==> src/hw/rtl/dsdf_pkg.sv <==
`timescale 1ns / 1ps
// ----------------------------------------------------------------------------
// Delta-sigma DoP framer package
// Shared payload types, DoP framing constants and the feedback code type.
// ----------------------------------------------------------------------------
package dsdf_pkg;

  // Width of one PCM sample field; the modulator full scale is 2^(SAMPLE_WIDTH-1).
  localparam int SAMPLE_WIDTH = 24;
  localparam int DOP_WIDTH    = 24;

  localparam logic [7:0] MARKER_EVEN = 8'h05;
  localparam logic [7:0] MARKER_ODD  = 8'hFA;
  localparam logic [7:0] BYTE_ONE    = 8'hFF;
  localparam logic [7:0] BYTE_ZERO   = 8'h00;

  // Feedback held between requests: none after reset, else the last bit's sign.
  typedef enum logic [1:0] {
    FB_NONE  = 2'd0,
    FB_PLUS  = 2'd1,
    FB_MINUS = 2'd2
  } feedback_t;

  typedef struct packed {
    logic signed [SAMPLE_WIDTH-1:0] left_sample;
    logic signed [SAMPLE_WIDTH-1:0] right_sample;
  } sample_t;

  typedef struct packed {
    logic [DOP_WIDTH-1:0] left_dop_word;
    logic [DOP_WIDTH-1:0] right_dop_word;
    logic                 left_bit;
    logic                 right_bit;
  } frame_t;

  // Bits found by the two channel lanes for one request.
  typedef struct packed {
    logic left_bit;
    logic right_bit;
  } lane_bits_t;

  // Marker in the top byte, the data bit expanded to a byte twice below.
  function automatic logic [DOP_WIDTH-1:0] dop_word(input logic dbit,
                                                    input logic [7:0] marker);
    logic [7:0] data_byte;
    data_byte = dbit ? BYTE_ONE : BYTE_ZERO;
    return {marker, data_byte, data_byte};
  endfunction

endpackage

==> src/hw/rtl/dsdf_lane.sv <==
`timescale 1ns / 1ps
// ----------------------------------------------------------------------------
// Delta-sigma DoP framer: channel lane
// Fourth-order modulator for one channel: four chained saturating integrators
// with one-bit feedback, advanced once per accepted request.
// ----------------------------------------------------------------------------
module dsdf_lane #(
  parameter int INTEGRATOR_WIDTH = 40
) (
  input  logic                                    clk,
  input  logic                                    rst,
  input  logic                                    advance,
  input  logic signed [dsdf_pkg::SAMPLE_WIDTH-1:0] sample,
  output logic                                    dsd_bit
);

  localparam int SW = dsdf_pkg::SAMPLE_WIDTH;
  localparam int IW = INTEGRATOR_WIDTH;
  // Two guard bits hold the exact sum of three terms before clamping.
  localparam int EW = IW + 2;

  localparam logic signed [EW-1:0] FULL_SCALE = {{(EW-SW){1'b0}}, 1'b1, {(SW-1){1'b0}}};
  localparam logic signed [IW-1:0] INTEG_MAX  = {1'b0, {(IW-1){1'b1}}};
  localparam logic signed [IW-1:0] INTEG_MIN  = {1'b1, {(IW-1){1'b0}}};

  logic signed [IW-1:0] integ      [4];
  logic signed [IW-1:0] integ_next [4];
  dsdf_pkg::feedback_t  feedback;
  logic signed [EW-1:0] fb_term;

  function automatic logic signed [IW-1:0] saturate(input logic signed [EW-1:0] sum);
    logic [EW-IW:0] upper;
    upper = sum[EW-1:IW-1];
    if ((&upper) || !(|upper)) begin
      return sum[IW-1:0];
    end else if (sum[EW-1]) begin
      return INTEG_MIN;
    end else begin
      return INTEG_MAX;
    end
  endfunction

  always_comb begin
    case (feedback)
      dsdf_pkg::FB_NONE: fb_term = '0;
      dsdf_pkg::FB_PLUS: fb_term = FULL_SCALE;
      default:           fb_term = -FULL_SCALE;
    endcase
  end

  // The chain settles within the cycle; each stage feeds on its predecessor's new value.
  always_comb begin
    logic signed [EW-1:0] addend;
    logic signed [EW-1:0] old_ext;
    logic signed [EW-1:0] sum;
    for (int i = 0; i < 4; i++) begin
      if (i == 0) begin
        addend = {{(EW-SW){sample[SW-1]}}, sample};
      end else begin
        addend = {{(EW-IW){integ_next[i-1][IW-1]}}, integ_next[i-1]};
      end
      old_ext       = {{(EW-IW){integ[i][IW-1]}}, integ[i]};
      sum           = old_ext + addend - fb_term;
      integ_next[i] = saturate(sum);
    end
  end

  // A zero fourth integrator counts as non-negative and gives a one.
  assign dsd_bit = ~integ_next[3][IW-1];

  always_ff @(posedge clk) begin
    if (rst) begin
      for (int i = 0; i < 4; i++) begin
        integ[i] <= '0;
      end
      feedback <= dsdf_pkg::FB_NONE;
    end else if (advance) begin
      for (int i = 0; i < 4; i++) begin
        integ[i] <= integ_next[i];
      end
      feedback <= dsd_bit ? dsdf_pkg::FB_PLUS : dsdf_pkg::FB_MINUS;
    end
  end

endmodule

==> src/hw/rtl/dsdf_merge.sv <==
`timescale 1ns / 1ps
// ----------------------------------------------------------------------------
// Delta-sigma DoP framer: merge and output stage
// Combines the lane bits with the alternating marker into DoP words and holds
// results in an output register backed by a skid register.
// ----------------------------------------------------------------------------
module dsdf_merge (
  input  logic                 clk,
  input  logic                 rst,
  input  logic                 advance,
  input  dsdf_pkg::lane_bits_t lane_bits,
  output logic                 take_ready,
  output dsdf_pkg::frame_t     frame,
  output logic                 frame_valid,
  input  logic                 frame_ready
);

  logic             marker_phase;
  dsdf_pkg::frame_t new_frame;
  logic [7:0]       marker;
  dsdf_pkg::frame_t skid;
  logic             skid_valid;

  always_comb begin
    marker                   = marker_phase ? dsdf_pkg::MARKER_ODD : dsdf_pkg::MARKER_EVEN;
    new_frame.left_dop_word  = dsdf_pkg::dop_word(lane_bits.left_bit, marker);
    new_frame.right_dop_word = dsdf_pkg::dop_word(lane_bits.right_bit, marker);
    new_frame.left_bit       = lane_bits.left_bit;
    new_frame.right_bit      = lane_bits.right_bit;
  end

  // Ready comes from a register, so the upstream path never sees frame_ready.
  assign take_ready = ~skid_valid;

  always_ff @(posedge clk) begin
    if (rst) begin
      marker_phase <= 1'b0;
      frame_valid  <= 1'b0;
      skid_valid   <= 1'b0;
    end else begin
      if (advance) begin
        marker_phase <= ~marker_phase;
      end
      if (advance) begin
        if (!frame_valid || frame_ready) begin
          frame_valid <= 1'b1;
        end else begin
          skid_valid <= 1'b1;
        end
      end else if (frame_valid && frame_ready) begin
        if (skid_valid) begin
          skid_valid <= 1'b0;
        end else begin
          frame_valid <= 1'b0;
        end
      end
    end
  end

  always_ff @(posedge clk) begin
    if (advance) begin
      if (!frame_valid || frame_ready) begin
        frame <= new_frame;
      end else begin
        skid <= new_frame;
      end
    end else if (frame_valid && frame_ready && skid_valid) begin
      frame <= skid;
    end
  end

endmodule

==> src/hw/rtl/delta_sigma_dop_framer.sv <==
`timescale 1ns / 1ps
// ----------------------------------------------------------------------------
// Delta-sigma DoP framer
// Stereo fourth-order one-bit delta-sigma modulator with DoP word framing.
// ----------------------------------------------------------------------------
//
//   Channel   Handshake                    Payload
//   --------  ---------------------------  ------------------------------------
//   sample    sample_valid / sample_ready  left_sample, right_sample (Q1.23)
//   frame     frame_valid / frame_ready    left/right DoP words and bits
//
// One request is taken per clock cycle while sample_ready is high; its frame is
// registered. The four chained integrator adds of each lane set the cycle time.
// Reset clears the integrators, the feedback and the marker phase, so the first
// frame after reset carries marker 0x05.
// When frame_ready is held low, one further request is caught in the skid
// register and sample_ready then drops until the skid register drains.
//
// The two channels run as identical lanes side by side. The merge stage joins
// their bits with the shared marker, which alternates between 0x05 and 0xFA on
// every frame, and expands each bit into the two data bytes of its DoP word.
// ----------------------------------------------------------------------------
module delta_sigma_dop_framer #(
  parameter int INTEGRATOR_WIDTH = 40
) (
  input  logic              clk,
  input  logic              rst,
  input  logic              sample_valid,
  output logic              sample_ready,
  input  dsdf_pkg::sample_t sample,
  output logic              frame_valid,
  input  logic              frame_ready,
  output dsdf_pkg::frame_t  frame
);

  // Lanes and marker phase all move on the same accepted request.
  logic                 advance;
  dsdf_pkg::lane_bits_t lane_bits;

  assign advance = sample_valid && sample_ready;

  dsdf_lane #(
    .INTEGRATOR_WIDTH(INTEGRATOR_WIDTH)
  ) u_lane_left (
    .clk     (clk),
    .rst     (rst),
    .advance (advance),
    .sample  (sample.left_sample),
    .dsd_bit (lane_bits.left_bit)
  );

  dsdf_lane #(
    .INTEGRATOR_WIDTH(INTEGRATOR_WIDTH)
  ) u_lane_right (
    .clk     (clk),
    .rst     (rst),
    .advance (advance),
    .sample  (sample.right_sample),
    .dsd_bit (lane_bits.right_bit)
  );

  // The merge stage owns the output register, so it also decides readiness.
  dsdf_merge u_merge (
    .clk         (clk),
    .rst         (rst),
    .advance     (advance),
    .lane_bits   (lane_bits),
    .take_ready  (sample_ready),
    .frame       (frame),
    .frame_valid (frame_valid),
    .frame_ready (frame_ready)
  );

endmodule

==> config.mk <==
export PLATFORM = sky130hd
export DESIGN_NAME = delta_sigma_dop_framer
export DESIGN_NICKNAME = d
export VERILOG_FILES = /design/src/hw/rtl/dsdf_pkg.sv /design/src/hw/rtl/dsdf_lane.sv /design/src/hw/rtl/dsdf_merge.sv /design/src/hw/rtl/delta_sigma_dop_framer.sv
export SDC_FILE = /design/constraint.sdc
export NUM_CORES = 2
export LEC_CHECK = 0
export ABC_AREA = 0
export BUFFER_PORTS_ARGS = -buffer_cell sky130_fd_sc_hd__buf_2
export CAP_MARGIN = 20
export CORE_MARGIN = 2
export CORE_UTILIZATION = 60
export DETAILED_ROUTE_END_ITERATION = 16
export PLACE_DENSITY = 0.78
export SYNTH_ARGS = -nofsm -noshare
export SYNTH_HDL_FRONTEND = slang
export SYNTH_SLANG_ARGS = --single-unit
==> constraint.sdc <==
create_clock -name clk -period 31 [get_ports clk]
set_input_delay 6.2 -clock clk [delete_from_list [all_inputs] [get_ports clk]]
set_output_delay 6.2 -clock clk [all_outputs]
set_load 0.1 [all_outputs]
==> reports/summary.json <==
{
  "post_synth_top_area_cell": "sky130_fd_sc_hd__edfxtp_1",
  "via_count": 32042,
  "netlist_top_cells_area": "sky130_fd_sc_hd__edfxtp_1 27%, sky130_fd_sc_hd__ha_1 16%, sky130_fd_sc_hd__a21oi_1 8.6%",
  "peak_per_stage_delay_on_the_critical_path_ns": 0.85,
  "layout-drive-gt1-share_pct": 6.19,
  "synth_area_in_simple_gates_pct": 14.8,
  "max_freq_mhz": 34.5,
  "diodes": 0,
  "clkTransAtPathRegs_ns": 0.06,
  "avgRoutedWirePerCell_um": 17.5,
  "design.die.area_mm2": 0.0634,
  "timing.final.setup_violations": 0,
  "tritoncts": "built",
  "drtIter0Drc": 2633,
  "gp_congestion": 0.940,
  "groute.layer.met3.usage_pct": 3.19,
  "wl_mm": 89.8,
  "num-nets-final": 4848,
  "synth_top_family_by_area": "compound AO/OA/AOI/OAI gates",
  "largest_net_degree_at_the_start_of_global_routing": 178,
  "die_w_um": 252,
  "insertion_delay_ns": 0.57,
  "cts-root-buf": "sky130_fd_sc_hd__clkbuf_16",
  "grt_antenna_before_repair": 1,
  "reg2reg_slack_ns": 7.42,
  "critical-path-top-cell-by-count": "sky130_fd_sc_hd__ha_1",
  "cts_max_path_buffers": 3,
  "drc": 0,
  "post_drt_via_cell_ratio": 6.25,
  "netlist_top_cells_count": "636 x sky130_fd_sc_hd__a21oi_1, 466 x sky130_fd_sc_hd__nor2_1, 464 x sky130_fd_sc_hd__ha_1",
  "rsz0062_at_grt": "false",
  "cts_num_sinks": 335,
  "globalRouteOverflowTotal": 0,
  "clock_buffer_count_from_cts": 41,
  "timing.critical_path.required_ns": 31.32,
  "post_synthesis_area_per_instance_um2": 8.52,
  "synth_compound_area_share_pct": 28.1,
  "syn_inst": 4325,
  "pre_cts_slack_ns": 1.43,
  "synth-warning-count": 0,
  "maxSlewViolCount": 0,
  "finish.utilization_pct": 64.4,
  "portBuffers": 103,
  "setup-tns-final_ns": 0,
  "critical-path-slowest-cell": "sky130_fd_sc_hd__a2111oi_0",
  "synthAdderAreaFrac_pct": 16.6,
  "global_route.usage.met1_pct": 41.3,
  "timing_worst_setup_path_type": "in2reg",
  "synth_sequential_area_ratio_pct": 27.1,
  "cts.htree.levels": 2,
  "status": "complete, no violations",
  "fin_worst_skew_ns": 0.0132,
  "die_height_um": 252,
  "cp-start-kind": "input port",
  "ys_seq_elements": 335,
  "synthDistinctLibCells": 96,
  "top_level_ports": 104,
  "postRouteAntennaNets": 0,
  "yosys.area_share.xor_xnor_pct": 9.04,
  "dp_hpwl_mm": 66.7,
  "grtUsageTotal_pct": 27.6,
  "groute.layer.met2.usage_pct": 42.6,
  "synth_edf_count": 328,
  "worstHoldPathType": "reg2reg",
  "core_area_mm2": 0.0605,
  "crit_arrival_ns": 29.30,
  "fin_crit_sh_pct": 93.5,
  "layout.filler_cells": 5099,
  "area.growth.synth_to_final_pct": 5.70,
  "cp-end-kind": "flop",
  "row_count": 90,
  "synth-main-ff-cell": "sky130_fd_sc_hd__edfxtp_1",
  "finalHoldViolCount": 0,
  "synth_top_area_share_pct": 26.7,
  "period_needed_ns": 28.98,
  "postSynth.asyncResetShare_pct": 0,
  "grt_first_pass_wirelength_mm": 146,
  "relSlewSlack_pct": 29.3,
  "grt.busiest_layer": "met2",
  "first_global_vias": 29305,
  "syn-cell-area_mm2": 0.0368,
  "detailed_routing_iteration_count_for_the_pre_antenna_repair_pass": 6,
  "initial_utilization_pct": 60.9,
  "synth_nets": 4857,
  "maxCapViolCount": 0,
  "leading_cell_type_by_number_of_instances_after_synthesis": "sky130_fd_sc_hd__a21oi_1",
  "timing.critical_path.fanout_max": 43,
  "setup_ws_ns": 2.02,
  "tightestPinTransition_ns": 1.06,
  "yosys-mux-area-fraction_pct": 0.197,
  "post-cts-setup-buffer-count": 0
}
[final cells by class]
cell class	count	area, um2	share of cell area, %
tap	782	978	2.51
inverter	151	567	1.46
multi-input combinational	3658	25400	65.2
sequential	335	9990	25.7
timing repair buffer	129	743	1.91
clock inverter	19	190	0.489
clock buffer	53	1070	2.75
[worst paths after layout]
path	startpoint	end	cells past startpoint
setup / recovery	sample[24]	u_lane_left.integ[3][10]$_SDFFCE_PN0P_	94
hold / removal	u_lane_right.feedback[0]$_SDFFE_PP0P_	u_lane_right.feedback[0]$_SDFFE_PP0P_	2
setup reg to reg	u_lane_left.integ[0][0]$_SDFFCE_PN0P_	u_lane_left.integ[3][10]$_SDFFCE_PN0P_	93
hold reg to reg	u_lane_right.feedback[0]$_SDFFE_PP0P_	u_lane_right.feedback[0]$_SDFFE_PP0P_	2
[sequential cells by signal, summed over array words and instances, names as in the netlist]
name,count
u_merge.marker_phase,1
u_lane_left.feedback,2
u_merge.frame_valid,1
u_merge.frame,4
u_merge.skid,4
u_lane_left.integ,160
u_lane_right.integ,160
u_merge.skid_valid,1
u_lane_right.feedback,2
[placed cells by master, fill, tap and decap left out, types with 10 or more instances in the layout]
cell type / count
sky130_fd_sc_hd__nand4_1: 40
sky130_fd_sc_hd__nand2b_1: 76
sky130_fd_sc_hd__o21bai_1: 69
sky130_fd_sc_hd__ha_1: 464
sky130_fd_sc_hd__nand3_1: 68
sky130_fd_sc_hd__o21ai_1: 18
sky130_fd_sc_hd__o21ai_0: 273
sky130_fd_sc_hd__a21o_1: 232
sky130_fd_sc_hd__xnor2_1: 231
sky130_fd_sc_hd__o211ai_1: 36
sky130_fd_sc_hd__inv_1: 149
sky130_fd_sc_hd__o21a_1: 73
sky130_fd_sc_hd__buf_4: 24
sky130_fd_sc_hd__buf_2: 103
sky130_fd_sc_hd__clkbuf_16: 41
sky130_fd_sc_hd__xor2_1: 149
sky130_fd_sc_hd__nor4_1: 18
sky130_fd_sc_hd__clkbuf_1: 12
sky130_fd_sc_hd__a21boi_0: 16
sky130_fd_sc_hd__nor2_1: 464
sky130_fd_sc_hd__nand2_1: 184
sky130_fd_sc_hd__nor2b_1: 60
sky130_fd_sc_hd__and2_1: 32
sky130_fd_sc_hd__and3_1: 41
sky130_fd_sc_hd__a21oi_1: 635
sky130_fd_sc_hd__or3_1: 25
sky130_fd_sc_hd__a211oi_1: 30
sky130_fd_sc_hd__a31oi_1: 43
sky130_fd_sc_hd__o31a_1: 12
sky130_fd_sc_hd__fa_1: 16
sky130_fd_sc_hd__a211o_1: 13
sky130_fd_sc_hd__or2_2: 28
sky130_fd_sc_hd__a221oi_1: 10
sky130_fd_sc_hd__o31ai_1: 23
sky130_fd_sc_hd__a21oi_2: 14
sky130_fd_sc_hd__nor3_1: 64
sky130_fd_sc_hd__edfxtp_1: 328
[layer usage]
layer / vias up / routed length (um)
met2: 967 / 38500
met1: 14897 / 43400
li1: 16077 / -
met5: - / 0
met3: 101 / 6180
met4: 0 / 1680
[per-stage QoR]
step | hold WS, ns | instance area (um2) | cells
floorplan | 0.425 | 36800 | 4325
finish | 0.454 | 38900 | 5127
global route | 0.485 | 38900 | 5127
detailed placement | 0.449 | 37600 | 5054
global placement | 0.446 | 37600 | 5054
CTS | 0.457 | 38900 | 5126
[cells by family (layout without fill, tap and decap cells)]
kind of cell	count (synthesis)	count (layout)
AOI/OAI and AO/OA	1647	1647
and+or+nand+nor	1144	1144
adders and majority gates	480	480
xor gates and xnor gates	380	380
DFF	335	335
buffers and inverters	332	352
muxes	7	7
[repair_timing]
item,in CTS,in global routing
hold buffers,0,0
gates resized for setup,0,1
endpoints found under the setup margin,0,39
[worst max-delay path, delay by kind of cell]
family / cells / cell delay (ns)
AND/OR/NAND/NOR: 20 / 3.42
adder cells (fa/ha/maj): 11 / 3.67
buffers and inverters: 6 / 0.98
XOR/XNOR: 5 / 0.89
AO/OA/AOI/OAI: 52 / 14.03
Power is left out: the tool's default activity adds up to more than one toggle a clock period on the data nets, which glitch-free logic cannot reach.
